[config.mk]
export PLATFORM = sky130hd
export DESIGN_NAME = box_blur_row_running_sum_top
export DESIGN_NICKNAME = d
export VERILOG_FILES = /design/src/rtl/bbr_pkg.sv /design/src/rtl/bbr_ctrl.sv /design/src/rtl/bbr_datapath.sv /design/src/rtl/box_blur_row_running_sum_top.sv
export SDC_FILE = /design/constraint.sdc
export NUM_CORES = 1
export LEC_CHECK = 0
export BUFFER_PORTS_ARGS = -buffer_cell sky130_fd_sc_hd__buf_2
export CAP_MARGIN = 20
export CORE_ASPECT_RATIO = 1.2
export CORE_MARGIN = 8
export CORE_UTILIZATION = 30
export DETAILED_ROUTE_END_ITERATION = 12
export SYNTH_ARGS = -nofsm -noshare
export SYNTH_HDL_FRONTEND = slang
export SYNTH_SLANG_ARGS = --single-unit
[constraint.sdc]
create_clock -name clock -period 9.92 [get_ports clock]
set_input_delay 0 -clock clock [delete_from_list [all_inputs] [get_ports clock]]
set_output_delay 0 -clock clock [all_outputs]
set_load 0.01 [all_outputs]
[src/rtl/bbr_pkg.sv]
// package: widths, constants, reciprocal table and control structs of the row box blur
`timescale 1ns / 1ps

package bbr_pkg;

   localparam int PIX_W         = 8;
   localparam int RAD_W         = 4;
   localparam int WIDTH_W       = 13;
   localparam int CFG_W         = 13;
   localparam int CSR_ADDR_W    = 1;
   localparam int SUM_W         = 13;
   localparam int COL_W         = 12;
   localparam int MAX_RADIUS    = 15;
   localparam int STORE_DEPTH   = 2 * MAX_RADIUS + 1;
   localparam int TAP_W         = $clog2(STORE_DEPTH);
   localparam int FLUSH_W       = RAD_W + 1;
   localparam int MAX_ROW_WIDTH = 4096;
   localparam int NUM_W         = SUM_W + 1;
   localparam int RECIP_SHIFT   = 19;
   localparam int RECIP_W       = RECIP_SHIFT + 1;
   localparam int PROD_W        = NUM_W + RECIP_W;

   localparam logic [RAD_W-1:0]   RADIUS_RESET    = RAD_W'(1);
   localparam logic [WIDTH_W-1:0] ROW_WIDTH_RESET = WIDTH_W'(640);

   localparam logic [CSR_ADDR_W-1:0] REG_RADIUS    = CSR_ADDR_W'(0);
   localparam logic [CSR_ADDR_W-1:0] REG_ROW_WIDTH = CSR_ADDR_W'(1);

   typedef struct packed {
      logic take_pixel;
      logic multiply;
      logic push;
      logic flush_step;
   } cmd_type;

   typedef struct packed {
      logic emit;
      logic flush_pending;
      logic out_free;
   } status_type;

   // ceil(2^19 / (2r+1)), exact quotient for numerators below 2^14
   function automatic logic [RECIP_W-1:0] recip(input logic [RAD_W-1:0] r);
      logic [RECIP_W-1:0] v;
      v = '0;
      case (r)
         4'd0:  v = 20'd524288;
         4'd1:  v = 20'd174763;
         4'd2:  v = 20'd104858;
         4'd3:  v = 20'd74899;
         4'd4:  v = 20'd58255;
         4'd5:  v = 20'd47663;
         4'd6:  v = 20'd40330;
         4'd7:  v = 20'd34953;
         4'd8:  v = 20'd30841;
         4'd9:  v = 20'd27595;
         4'd10: v = 20'd24967;
         4'd11: v = 20'd22796;
         4'd12: v = 20'd20972;
         4'd13: v = 20'd19419;
         4'd14: v = 20'd18079;
         4'd15: v = 20'd16913;
         default: v = 20'd524288;
      endcase
      return v;
   endfunction

endpackage

[src/rtl/bbr_ctrl.sv]
// controller: sequences pixel intake, mean multiply, result push and row-end flush
`timescale 1ns / 1ps

module bbr_ctrl (
   input  logic                clock,
   input  logic                reset,
   input  logic                req_tvalid,
   output logic                req_tready,
   input  bbr_pkg::status_type sts,
   output bbr_pkg::cmd_type    cmd
);

   localparam logic [1:0] S_IDLE  = 2'd0;
   localparam logic [1:0] S_MUL   = 2'd1;
   localparam logic [1:0] S_PUSH  = 2'd2;
   localparam logic [1:0] S_FLUSH = 2'd3;

   logic [1:0] state_ff;
   logic [1:0] state_in;

   always_comb begin
      cmd        = '0;
      state_in   = state_ff;
      req_tready = (state_ff == S_IDLE);
      unique case (state_ff)
         S_IDLE: begin
            if (req_tvalid) begin
               cmd.take_pixel = 1'b1;
               state_in       = S_MUL;
            end
         end
         S_MUL: begin
            cmd.multiply = 1'b1;
            if (sts.emit) begin
               state_in = S_PUSH;
            end else if (sts.flush_pending) begin
               state_in = S_FLUSH;
            end else begin
               state_in = S_IDLE;
            end
         end
         S_PUSH: begin
            if (sts.out_free) begin
               cmd.push = 1'b1;
               state_in = sts.flush_pending ? S_FLUSH : S_IDLE;
            end
         end
         S_FLUSH: begin
            cmd.flush_step = 1'b1;
            state_in       = S_MUL;
         end
         default: begin
            state_in = S_IDLE;
         end
      endcase
   end

   always_ff @(posedge clock) begin
      if (reset) begin
         state_ff <= S_IDLE;
      end else begin
         state_ff <= state_in;
      end
   end

endmodule

[src/rtl/bbr_datapath.sv]
// datapath: config registers, window taps, running sum, reciprocal multiply, output register
`timescale 1ns / 1ps

module bbr_datapath (
   input  logic                                  clock,
   input  logic                                  reset,
   input  logic                                  csr_we,
   input  logic [bbr_pkg::CSR_ADDR_W-1:0]        csr_addr,
   input  logic [bbr_pkg::CFG_W-1:0]             csr_wdata,
   input  logic [bbr_pkg::PIX_W-1:0]             pixel,
   input  bbr_pkg::cmd_type                      cmd,
   output bbr_pkg::status_type                   sts,
   output logic [bbr_pkg::PIX_W-1:0]             blurred,
   output logic                                  row_end,
   output logic                                  out_valid,
   input  logic                                  out_ready
);

   logic [bbr_pkg::RAD_W-1:0]    radius_ff;
   logic [bbr_pkg::WIDTH_W-1:0]  width_ff;
   logic [bbr_pkg::COL_W-1:0]    col_ff;
   logic [bbr_pkg::COL_W-1:0]    col_hold_ff;
   logic [bbr_pkg::PIX_W-1:0]    first_ff;
   logic [bbr_pkg::SUM_W-1:0]    sum_ff;
   logic [bbr_pkg::SUM_W-1:0]    sum_in;
   logic [bbr_pkg::PIX_W-1:0]    store_ff [bbr_pkg::STORE_DEPTH];
   logic [bbr_pkg::FLUSH_W-1:0]  step_ff;
   logic                         emit_ff;
   logic                         end_ff;
   logic                         row_last_ff;
   logic [bbr_pkg::PROD_W-1:0]   product_ff;
   logic [bbr_pkg::PIX_W-1:0]    blurred_ff;
   logic                         tlast_ff;
   logic                         tvalid_ff;

   logic [bbr_pkg::TAP_W-1:0]    two_r;
   logic [bbr_pkg::TAP_W-1:0]    two_r1;
   logic [bbr_pkg::WIDTH_W-1:0]  width_eff;
   logic                         last_pix;
   logic [bbr_pkg::PIX_W-1:0]    gone_take;
   logic [bbr_pkg::PIX_W-1:0]    gone_flush;
   logic [bbr_pkg::WIDTH_W-1:0]  flush_pos;
   logic [bbr_pkg::TAP_W-1:0]    flush_tap;
   logic [bbr_pkg::SUM_W-1:0]    sum_init;
   logic [bbr_pkg::NUM_W-1:0]    numer;

   assign two_r  = {1'b0, radius_ff} << 1;
   assign two_r1 = two_r | bbr_pkg::TAP_W'(1);

   always_comb begin
      if (width_ff == '0) begin
         width_eff = bbr_pkg::WIDTH_W'(1);
      end else if (width_ff > bbr_pkg::WIDTH_W'(bbr_pkg::MAX_ROW_WIDTH)) begin
         width_eff = bbr_pkg::WIDTH_W'(bbr_pkg::MAX_ROW_WIDTH);
      end else begin
         width_eff = width_ff;
      end
   end

   assign last_pix = ({1'b0, col_ff} + bbr_pkg::WIDTH_W'(1)) >= width_eff;

   // left of row start the window holds copies of the first pixel
   assign gone_take = (bbr_pkg::WIDTH_W'(col_ff) <= bbr_pkg::WIDTH_W'(two_r1))
                      ? first_ff : store_ff[two_r];
   assign sum_init  = bbr_pkg::SUM_W'(two_r1) * bbr_pkg::SUM_W'(pixel);

   assign flush_pos  = bbr_pkg::WIDTH_W'(col_hold_ff) + bbr_pkg::WIDTH_W'(step_ff);
   assign flush_tap  = two_r1 - bbr_pkg::TAP_W'(step_ff);
   assign gone_flush = (flush_pos <= bbr_pkg::WIDTH_W'(two_r1))
                       ? first_ff : store_ff[flush_tap];

   assign numer = {1'b0, sum_ff} + bbr_pkg::NUM_W'(radius_ff);

   always_comb begin
      sum_in = sum_ff;
      if (csr_we) begin
         sum_in = '0;
      end else if (cmd.take_pixel) begin
         if (col_ff == '0) begin
            sum_in = sum_init;
         end else begin
            sum_in = sum_ff + bbr_pkg::SUM_W'(pixel) - bbr_pkg::SUM_W'(gone_take);
         end
      end else if (cmd.flush_step) begin
         sum_in = sum_ff + bbr_pkg::SUM_W'(store_ff[0]) - bbr_pkg::SUM_W'(gone_flush);
      end
   end

   always_ff @(posedge clock) begin
      if (reset) begin
         radius_ff   <= bbr_pkg::RADIUS_RESET;
         width_ff    <= bbr_pkg::ROW_WIDTH_RESET;
         col_ff      <= '0;
         first_ff    <= '0;
         sum_ff      <= '0;
         step_ff     <= '0;
         emit_ff     <= 1'b0;
         end_ff      <= 1'b0;
         row_last_ff <= 1'b0;
         tvalid_ff   <= 1'b0;
      end else begin
         sum_ff <= sum_in;
         if (csr_we) begin
            unique case (csr_addr)
               bbr_pkg::REG_RADIUS:    radius_ff <= csr_wdata[bbr_pkg::RAD_W-1:0];
               bbr_pkg::REG_ROW_WIDTH: width_ff  <= csr_wdata;
               default: ;
            endcase
            col_ff <= '0;
         end else if (cmd.take_pixel) begin
            if (col_ff == '0) begin
               first_ff <= pixel;
            end
            col_ff      <= last_pix ? '0 : col_ff + bbr_pkg::COL_W'(1);
            emit_ff     <= col_ff >= bbr_pkg::COL_W'(radius_ff);
            end_ff      <= last_pix && (radius_ff == '0);
            row_last_ff <= last_pix;
            step_ff     <= bbr_pkg::FLUSH_W'(1);
         end else if (cmd.flush_step) begin
            emit_ff <= flush_pos >= bbr_pkg::WIDTH_W'(radius_ff);
            end_ff  <= step_ff == {1'b0, radius_ff};
            step_ff <= step_ff + bbr_pkg::FLUSH_W'(1);
         end
         if (cmd.push) begin
            tvalid_ff <= 1'b1;
         end else if (out_ready) begin
            tvalid_ff <= 1'b0;
         end
      end
   end

   always_ff @(posedge clock) begin
      if (cmd.take_pixel) begin
         col_hold_ff <= col_ff;
         store_ff[0] <= pixel;
         for (int i = 1; i < bbr_pkg::STORE_DEPTH; i++) begin
            store_ff[i] <= store_ff[i-1];
         end
      end
      if (cmd.multiply) begin
         product_ff <= bbr_pkg::PROD_W'(numer) * bbr_pkg::PROD_W'(bbr_pkg::recip(radius_ff));
      end
      if (cmd.push) begin
         blurred_ff <= product_ff[bbr_pkg::RECIP_SHIFT +: bbr_pkg::PIX_W];
         tlast_ff   <= end_ff;
      end
   end

   assign sts.emit          = emit_ff;
   assign sts.flush_pending = row_last_ff && (step_ff <= {1'b0, radius_ff});
   assign sts.out_free      = !tvalid_ff || out_ready;

   assign blurred   = blurred_ff;
   assign row_end   = tlast_ff;
   assign out_valid = tvalid_ff;

endmodule

[src/rtl/box_blur_row_running_sum_top.sv]
// top level: horizontal box blur of a pixel row with edge replication
//
// req_* carries one 8-bit source pixel per beat, rows in raster order.
// rsp_* carries one rounded window mean per beat; rsp_tlast marks the last
// output of a row. Output j leaves after pixel j+r; the last pixel of a row
// also flushes the remaining outputs, at most r.
// csr_*: write radius (index 0) or row_width (index 1); any write restarts
// the current row. Write only while the block is idle.
// Steps: a pixel passes intake and the reciprocal multiply; one that
// yields an output also the push to the output register. At row end each
// flush step passes the multiply and, if it yields an output, the push
// (a row narrower than the window has flush steps with no output). The
// single shared multiplier and the controller's states set these steps.
// A result held in the output register does not stop the next pixel being
// taken; the controller waits in its push state only when the register is
// still occupied and rsp_tready is low.
// Reset (synchronous, active high) sets radius 1, row_width 640, empties the
// output register and starts a new row.
`timescale 1ns / 1ps

module box_blur_row_running_sum_top (
   input  logic                                clock,
   input  logic                                reset,
   input  logic                                req_tvalid,
   output logic                                req_tready,
   input  logic [7:0]                          req_tdata,   // [7:0] pixel
   output logic                                rsp_tvalid,
   input  logic                                rsp_tready,
   output logic [7:0]                          rsp_tdata,   // [7:0] blurred
   output logic                                rsp_tlast,
   input  logic                                csr_we,
   input  logic [bbr_pkg::CSR_ADDR_W-1:0]      csr_addr,
   input  logic [bbr_pkg::CFG_W-1:0]           csr_wdata
);

   bbr_pkg::cmd_type    cmd;
   bbr_pkg::status_type sts;

   bbr_ctrl u_ctrl (
      .clock      (clock),
      .reset      (reset),
      .req_tvalid (req_tvalid),
      .req_tready (req_tready),
      .sts        (sts),
      .cmd        (cmd)
   );

   bbr_datapath u_datapath (
      .clock     (clock),
      .reset     (reset),
      .csr_we    (csr_we),
      .csr_addr  (csr_addr),
      .csr_wdata (csr_wdata),
      .pixel     (req_tdata),
      .cmd       (cmd),
      .sts       (sts),
      .blurred   (rsp_tdata),
      .row_end   (rsp_tlast),
      .out_valid (rsp_tvalid),
      .out_ready (rsp_tready)
   );

   a_one_cmd: assert property (@(posedge clock) disable iff (reset)
      $onehot0({cmd.take_pixel, cmd.multiply, cmd.push, cmd.flush_step}))
      else $error("more than one datapath command at once");

   a_busy_after_take: assert property (@(posedge clock) disable iff (reset)
      req_tvalid && req_tready |=> !req_tready)
      else $error("pixel accepted while previous one still in progress");

   a_valid_from_push: assert property (@(posedge clock) disable iff (reset)
      $rose(rsp_tvalid) |-> $past(cmd.push))
      else $error("output beat raised without a push");

   a_push_after_mul: assert property (@(posedge clock) disable iff (reset)
      cmd.push |-> !$past(cmd.take_pixel) && !$past(cmd.flush_step))
      else $error("push before the mean was multiplied");

endmodule

==> results of run 1 <==
critical path: cells and delay by family (launching register included):
kind | cells | cell delay, ns
flops | 1 | 0.54
compound gates | 8 | 1.95
buf+inv | 8 | 0.81
fa+ha+maj | 8 | 3.64
xor+xnor | 1 | 0.16
simple gates | 3 | 0.43
path summary, 6_finish.rpt:
kind / startpoint / endpoint / slack, ns / cells past startpoint
worst min-delay path: reset / u_ctrl.state_ff[1]$_SDFFE_PP0P_ / 0.06 / 2
worst max-delay path: u_datapath.radius_ff[1]$_SDFFE_PP0P_ / u_datapath.product_ff[26]$_DFFE_PP_ / 2.15 / 28
worst min register to register: u_datapath.product_ff[24]$_DFFE_PP_ / u_datapath.blurred[5]$_DFFE_PP_ / 0.42 / 0
worst max register to register: u_datapath.radius_ff[1]$_SDFFE_PP0P_ / u_datapath.product_ff[26]$_DFFE_PP_ / 2.15 / 28
cell type report:
type	instances	share of cell area [%]
Antenna cell	2	0.0170
Clock buffer	54	3.86
Clock inverter	18	0.540
Inverter	321	4.12
Multi-Input combinational cell	1509	50.4
Sequential cell	361	34.0
Tap cell	1149	4.89
Timing Repair Buffer	90	2.21
power by group through the flow:
stage	clock, mW	combinational (mW)	sequential (mW)
after floorplan	0	1.03	1.89
after detailed placement	0	1.32	1.93
final	1.48	1.32	1.90
after CTS	1.52	1.34	1.90
after global placement	0	1.31	1.93
after global routing	1.58	1.51	1.91
state kept, by name (all words and copies together), names as in the netlist, 4 cells and up, named ones only:
register and flops:
u_datapath.col_ff 12, u_datapath.radius_ff 4, u_datapath.blurred 8, u_datapath.width_ff 13
u_datapath.col_hold_ff 12, u_datapath.first_ff 8, u_datapath.step_ff 5, u_datapath.product_ff 8
u_datapath.store_ff 248, u_datapath.sum_ff 13
layer usage:
layer	track usage (%)	up-vias	wire length (um)
li1	-	7934	-
met1	16.2	8730	26300
met2	22.0	337	31200
met3	1.72	101	2410
met4	4.36	0	2070
met5	0	-	0
repair_timing:
item | 4_1_cts | 5_1_grt
buffers inserted | 0 | 0
hold buffers | 25 | 0
endpoints found under the hold margin | 37 | 0
resized for setup | 0 | 0
stage by stage:
stage               area (um^2)  power (mW)
floorplan                 26400        2.92
global placement          27900        3.23
detailed placement        27900        3.25
CTS                       29400        4.76
global route              29400        5.00
finish                    29400        4.69
cell usage in the layout, fill, tap and decap left out, types with 5 or more instances in the layout:
cell	synthesis	routed
nor2_1	74	74
edfxtp_1	277	277
xnor2_1	52	51
fa_1	223	222
clkbuf_16	0	41
ha_1	175	174
buf_2	9	37
nor2b_1	29	29
mux2_2	9	9
or2_2	8	8
dfxtp_1	84	81
dlygate4sd3_1	0	25
clkbuf_1	93	7
o21a_1	8	8
o21bai_1	5	5
a31oi_1	8	8
nand3b_1	5	5
nand3_1	28	28
mux2i_1	25	25
mux4_2	105	105
buf_4	0	27
a21o_1	24	24
clkbuf_8	0	6
nand4_1	11	11
o211ai_1	5	5
clkinv_1	2	6
a21oi_1	102	102
nand2b_1	24	24
inv_1	319	319
xor2_1	15	14
nor3_1	32	32
a211oi_1	49	49
o21ai_0	49	49
and3_1	19	19
nand2_1	267	267
o22ai_1	5	5
and2_1	102	102
kinds of logic (layout without fill, tap and decap cells):
family	count (synthesis)	count (layout)	share of synthesized area [%]
compound gates	288	288	6.90
xor+xnor	69	69	2.39
fa+ha+maj	398	398	25.2
buf+inv	428	483	6.16
flops	361	361	37.9
mux	139	139	10.3
other cells	0	2	0
simple gates	615	615	11.2
==> summary.txt, run 1 <==
STA
  – Fmax: 129 MHz
  – Worst slew margin: 29.3%
  – Max-slew violations: 0
  – Final setup margin: 2.15 ns
  – Minimum hold slack: 0.0565 ns
  – RSZ-0062 raised after global routing: no
  – Endpoints failing hold: 0
  – Tmin final: 7.77 ns
  – Endpoints failing setup: 0
  – Slew @ Worst Pin: 1.06 ns
  – Setup_tns: 0 ns
  – Fin crit share: 78.4%
  – Fin Clk Skew: 0.0227 ns

Synthesis
  – Synth unique cells: 66
  – EDFF count, synth: 277
  – Post-Syn Instances: 2298
  – Top cells by count, synth: 319 x inv_1, 277 x edfxtp_1, 267 x nand2_1
  – Count leader, synth: inv_1
  – Post-synthesis register bit count: 361
  – Sequential share of the synthesized area: 37.9%
  – Top post-synthesis cells by area: edfxtp_1 32%, fa_1 17%, mux4_2 9.0%
  – Main synth FF type: edfxtp_1
  – Synth Cell Area: 26400 um^2
  – Mapped Nets: 2723
  – Post-synth ARST share: 0%
  – Yosys warning total: 0
  – Mean Syn Cell Area: 11.5 um^2
  – Yosys top cell by area: edfxtp_1
  – Yosys top cell area share: 31.5%

Clock network
  – Clk sinks: 361
  – Clk slew on worst S/H paths: 0.06 ns
  – Worst-Skew Late Latency: 0.56 ns
  – CTS Root Cell: clkbuf_16
  – CTS HTree Levels: 2
  – CTS tree: done
  – TritonCTS buffer count: 40
  – CTS max path bufs: 3

Drt
  – Antenna-violating nets left: 0
  – Vias/cell: 4.88
  – Vias: 17.1k
  – DRC: 0
  – WL final: 61.9 mm
  – Drt first pass iters: 5
  – WL per Instance: 17.7 um
  – DRT iter0 DRCs: 1217

Die
  – Row count: 119
  – Die height: 341 um
  – Die W: 287 um
  – Initial core utilization: 30.2%
  – Die area: 97800 um^2
  – Area of the core: 87500 um^2
  – IO Pins: 38

Critical path
  – Worst Setup Start Kind: register
  – Critical path class: reg -> reg
  – Worst Path Required: 10.23 ns
  – Worst-path fanout max: 19
  – Crit end category: register
  – Worst Path Arrival: 8.08 ns
  – Worst path slowest cell: o41ai_1
  – Critical Path Max Stage Delay: 0.57 ns

Global route
  – Largest net degree at the start of global routing: 113
  – Initial antenna violation count: 2
  – Total global routing overflow: 0
  – Vias in the first global route: 17.8k
  – Global-route wire length before repair: 100 mm
  – All-Layer GR Usage: 12.7%

Place
  – Detailed placer's ending HPWL: 43.8 mm
  – Place WS: 2.14 ns
  – Cell count after placement: 3405
  – Port Buffers: 37
  – RePlAce Congestion: 0.838

Layout
  – Multi-input logic area: 14800 um^2
  – Final core occ: 33.6%
  – Layout cells sized above 1: 11.1%
  – Flip-flop and latch area: 10000 um^2
  – Layout Cells excl Fill: 3504
  – Area added between synthesis and finish: 11.4%
  – Nets: 2748
  – Filler Cells Inserted: 8808

Power and ir drop
  – Sw power: 1.48 mW
  – Combinational power share: 28.1%
  – LEAKAGE: 12.0 nW
  – Switching power share of the total: 31.5%
  – Int Pwr: 3.22 mW
  – Pwr/cell area: 159 nW/um^2
  – Clock Power Share: 31.4%
  – Flop pwr share: 40.4%
  – Peak VDD IR: 0.194 mV

Job
  – Max_cap viols: 0

Run status
  – Outcome: finished clean

Worst hold path
  – Worst min path class: in -> reg
Power figures use the tool's default switching activity.
==> inputs of run 2 (changes only) <==
--- a/config.mk
+++ b/config.mk
@@ -5,6 +5,7 @@
 export SDC_FILE = /design/constraint.sdc
 export NUM_CORES = 1
 export LEC_CHECK = 0
+export ABC_AREA = 1
 export BUFFER_PORTS_ARGS = -buffer_cell sky130_fd_sc_hd__buf_2
 export CAP_MARGIN = 20
 export CORE_ASPECT_RATIO = 1.2
==> constraint.sdc (replaced) <==
create_clock -name clock -period 6.8 [get_ports clock]
set_input_delay 0 -clock clock [delete_from_list [all_inputs] [get_ports clock]]
set_output_delay 0 -clock clock [all_outputs]
set_load 0.01 [all_outputs]
==> run 2 against run 1 <==
Combinational power grew 110%. Clock power grew 38%. Critical path type unchanged. Clock-buffer cell count shrank 1. Sequential power grew 44%.
==> summary.txt, run 2 <==
Run status
  – Outcome: finished clean

Synthesis
  – Post-Syn Instances: 3078 (+34%)
  – EDFF count, synth: 277 (unchanged)
  – Count leader, synth: inv_1
  – Top post-synthesis cells by area: edfxtp_1 31%, fa_1 16%, ha_1 8.0%
  – Sequential share of the synthesized area: 36.7% (-1.1 points)
  – Mean Syn Cell Area: 8.84 um^2 (-23%)
  – Synth unique cells: 58 (-12%)
  – Main synth FF type: edfxtp_1
  – Yosys warning total: 0 (unchanged)
  – Top cells by count, synth: 503 x inv_1, 451 x nand2_1, 397 x nor2_1
  – Post-synth ARST share: 0% (unchanged)
  – Yosys top cell by area: edfxtp_1
  – Post-synthesis register bit count: 361 (unchanged)
  – Yosys top cell area share: 30.6% (-0.95 points)
  – Mapped Nets: 3503 (+29%)
  – Synth Cell Area: 27200 um^2 (+3.1%)

Clock network
  – TritonCTS buffer count: 39 (-2.5%)
  – CTS tree: done
  – CTS Root Cell: clkbuf_16
  – CTS HTree Levels: 2 (unchanged)
  – Clk sinks: 361 (unchanged)
  – Worst-Skew Late Latency: 0.59 ns (+0.03 ns)
  – Clk slew on worst S/H paths: 0.07 ns (about the same)
  – CTS max path bufs: 3 (unchanged)

STA
  – RSZ-0062 raised after global routing: yes
  – Slew @ Worst Pin: 1.02 ns (-0.0415 ns)
  – Fmax: 153 MHz (+19%)
  – Endpoints failing hold: 0 (unchanged)
  – Tmin final: 6.54 ns (-1.24 ns)
  – Max-slew violations: 0 (unchanged)
  – Fin crit share: 96.2% (+18 points)
  – Setup_tns: 0 ns (unchanged)
  – Worst slew margin: 32.1% (+2.8 points)
  – Endpoints failing setup: 0 (unchanged)
  – Fin Clk Skew: 0.0358 ns (+0.0131 ns)

Die
  – Die height: 346 um (+1.5%)
  – IO Pins: 38 (unchanged)
  – Die W: 291 um (+1.5%)
  – Area of the core: 90400 um^2 (+3.2%)
  – Initial core utilization: 30.1% (-0.040 points)
  – Die area: 101000 um^2 (+2.9%)
  – Row count: 121 (+1.7%)

Critical path
  – Critical path class: reg -> reg
  – Worst Path Arrival: 6.86 ns (-1.22 ns)
  – Worst Path Required: 7.12 ns (-3.11 ns)
  – Crit end category: register
  – R2R setup slack: 0.26 ns (-1.88 ns)
  – Cell depth of the worst flop-to-flop path: 27 (-3.6%)
  – End of the worst register-to-register path: u_datapath.product_ff[25]$_DFFE_PP_
  – Worst Setup Start Kind: register
  – Reg-to-reg critical path startpoint: u_datapath.sum_ff[2]$_SDFFE_PP0N_
  – Worst-path fanout max: 10 (-9)

Power and ir drop
  – Switching power share of the total: 36.8% (+5.4 points)
  – Flop pwr share: 36.5% (-3.9 points)
  – Int Pwr: 4.73 mW (+47%)
  – Final Power: 7.49 mW (+60%)
  – LEAKAGE: 13.4 nW (+11%)
  – Sw power: 2.76 mW (+87%)
  – Clock Power Share: 27.2% (-4.2 points)
  – Combinational power share: 36.3% (+8.2 points)
  – Peak VDD IR: 0.170 mV (-12%)
  – Pwr/cell area: 243 nW/um^2 (+52%)

Drt
  – DRT iter0 DRCs: 1635 (+34%)
  – WL final: 74.9 mm (+21%)
  – Vias: 21.7k (+27%)
  – Vias/cell: 4.98 (+2.1%)
  – Antenna-violating nets left: 0 (unchanged)
  – DRC: 0 (unchanged)
  – WL per Instance: 17.2 um (-2.7%)
  – Drt first pass iters: 5 (unchanged)

Layout
  – Top reg by flops: u_datapath.store_ff
  – Nets: 3581 (+30%)
  – Area added between synthesis and finish: 13.4%
  – Filler Cells Inserted: 9147 (+3.8%)
  – Final core occ: 34.1% (+0.55 points)
  – Post-layout instance area: 30900 um^2 (+4.9%)
  – Largest register FFs: 248 (unchanged)
  – Layout Cells excl Fill: 4353 (+24%)
  – Layout cells sized above 1: 9.04% (-2.0 points)
  – Top Registers: u_datapath.store_ff x248, u_datapath.sum_ff x13, u_datapath.width_ff x13
  – Most frequent cells in the layout: 491 x inv_1, 447 x nand2_1, 392 x nor2_1
  – Most common cell after layout, fill and taps aside: inv_1
  – Ant. Diodes: 0 (-2)

Global route
  – Initial antenna violation count: 0 (-2)
  – Largest net degree at the start of global routing: 82 (-27%)
  – Total global routing overflow: 0 (unchanged)
  – Global-route wire length before repair: 119 mm (+19%)
  – Vias in the first global route: 21.8k (+23%)
  – All-Layer GR Usage: 14.6% (+1.9 points)

Worst hold path
  – Worst min path class: in -> reg
  – Hold Path Stages: 4 (+2)
  – Hold path endpoint: u_datapath.width_ff[9]$_SDFFE_PP1P_
  – Hold Startpoint: csr_wdata[9]

Place
  – Cell count after placement: 4249 (+25%)
  – RePlAce Congestion: 0.928 (+11%)
  – Dpl cell area: 29100 um^2 (+4.3%)
  – Detailed placer's ending HPWL: 53.9 mm (+23%)
  – Port Buffers: 37 (unchanged)

Job
  – Max_cap viols: 0 (unchanged)
## run 2: worst max-delay path by stage
stage	start	endpoint	slack, ns
global placement	u_datapath.sum_ff[0]$_SDFFE_PP0N_	u_datapath.product_ff[26]$_DFFE_PP_	0.02
finish	u_datapath.sum_ff[2]$_SDFFE_PP0N_	u_datapath.product_ff[25]$_DFFE_PP_	0.26
global route	u_datapath.sum_ff[0]$_SDFFE_PP0N_	u_datapath.product_ff[26]$_DFFE_PP_	-0.03
CTS	u_datapath.sum_ff[0]$_SDFFE_PP0N_	u_datapath.product_ff[23]$_DFFE_PP_	0.006
detailed placement	u_datapath.sum_ff[0]$_SDFFE_PP0N_	u_datapath.product_ff[26]$_DFFE_PP_	0.02
floorplan	u_datapath.radius_ff[1]$_SDFFE_PP0P_	u_datapath.product_ff[26]$_DFFE_PP_	0.03
## run 2: kinds of logic after synthesis
kind of cell | Yosys count | synth area share (%)
AND/OR/NAND/NOR | 1041 | 15.8
buffers and inverters | 643 | 9.13
AO/OA/AOI/OAI | 597 | 12.6
adder cells (fa/ha/maj) | 398 | 24.4
flip-flops | 361 | 36.7
XOR/XNOR | 36 | 1.16
multiplexers | 2 | 0.0827
## run 2: what timing repair did
item | in CTS | in global routing
pin swaps | 0 | 24
hold buffers | 29 | 0
buffers inserted | 0 | 5
hold endpoints to repair | 69 | 0
endpoints found under the setup margin | 1 | 8
resized for setup | 1 | 66
## run 2: final cells by class
type	instances	area, um^2	share of cell area [%]
Timing Repair Buffer	160	1230	4.00
Clock buffer	53	1040	3.36
Tap cell	1168	1460	4.74
Clock inverter	17	154	0.499
Sequential cell	361	10000	32.4
Inverter	520	1970	6.38
Multi-Input combinational cell	2074	15000	48.6
## run 2: power groups by stage
stage          clock network [mW]  logic [mW]  registers, mW
2_1_floorplan                   0        1.79           2.73
3_3_place_gp                    0        2.53           2.77
3_5_place_dp                    0        2.55           2.78
4_1_cts                      2.10        2.59           2.73
5_1_grt                      2.17        3.09           2.75
6_report                     2.04        2.72           2.73
## run 2: metal layers
layer  routed length (um)  track usage [%]
met3                 3770             1.95
met4                 3800             6.63
met1                30200             17.6
met5                    0                0
met2                37100             25.8
## run 2: stage by stage
step / hold WS, ns / worst slack [ns]
floorplan: 0.0989 / 0.0304
global placement: 0.202 / 0.0246
detailed placement: 0.206 / 0.0208
CTS: 0.126 / 0.00593
global route: 0.188 / -0.0316
finish: 0.175 / 0.261
## run 2: critical path, cell delays in order, from the launching register on
cell and delay [ns]:
dfxtp_1 0.43, ha_2 0.35, nand2_1 0.10, nand2_1 0.05
nand2_1 0.11, nand3_2 0.10, nand3b_1 0.15, nand2_1 0.17
inv_4 0.17, nand2_1 0.09, fa_1 0.51, fa_1 0.53
inv_1 0.06, fa_1 0.54, fa_1 0.43, fa_1 0.49
inv_1 0.05, fa_1 0.47, inv_1 0.04, ha_1 0.29
buf_4 0.16, nand4_1 0.13, inv_1 0.05, a21oi_1 0.26
nand3_4 0.13, a21oi_4 0.18, o21ai_1 0.08, xor2_1 0.14
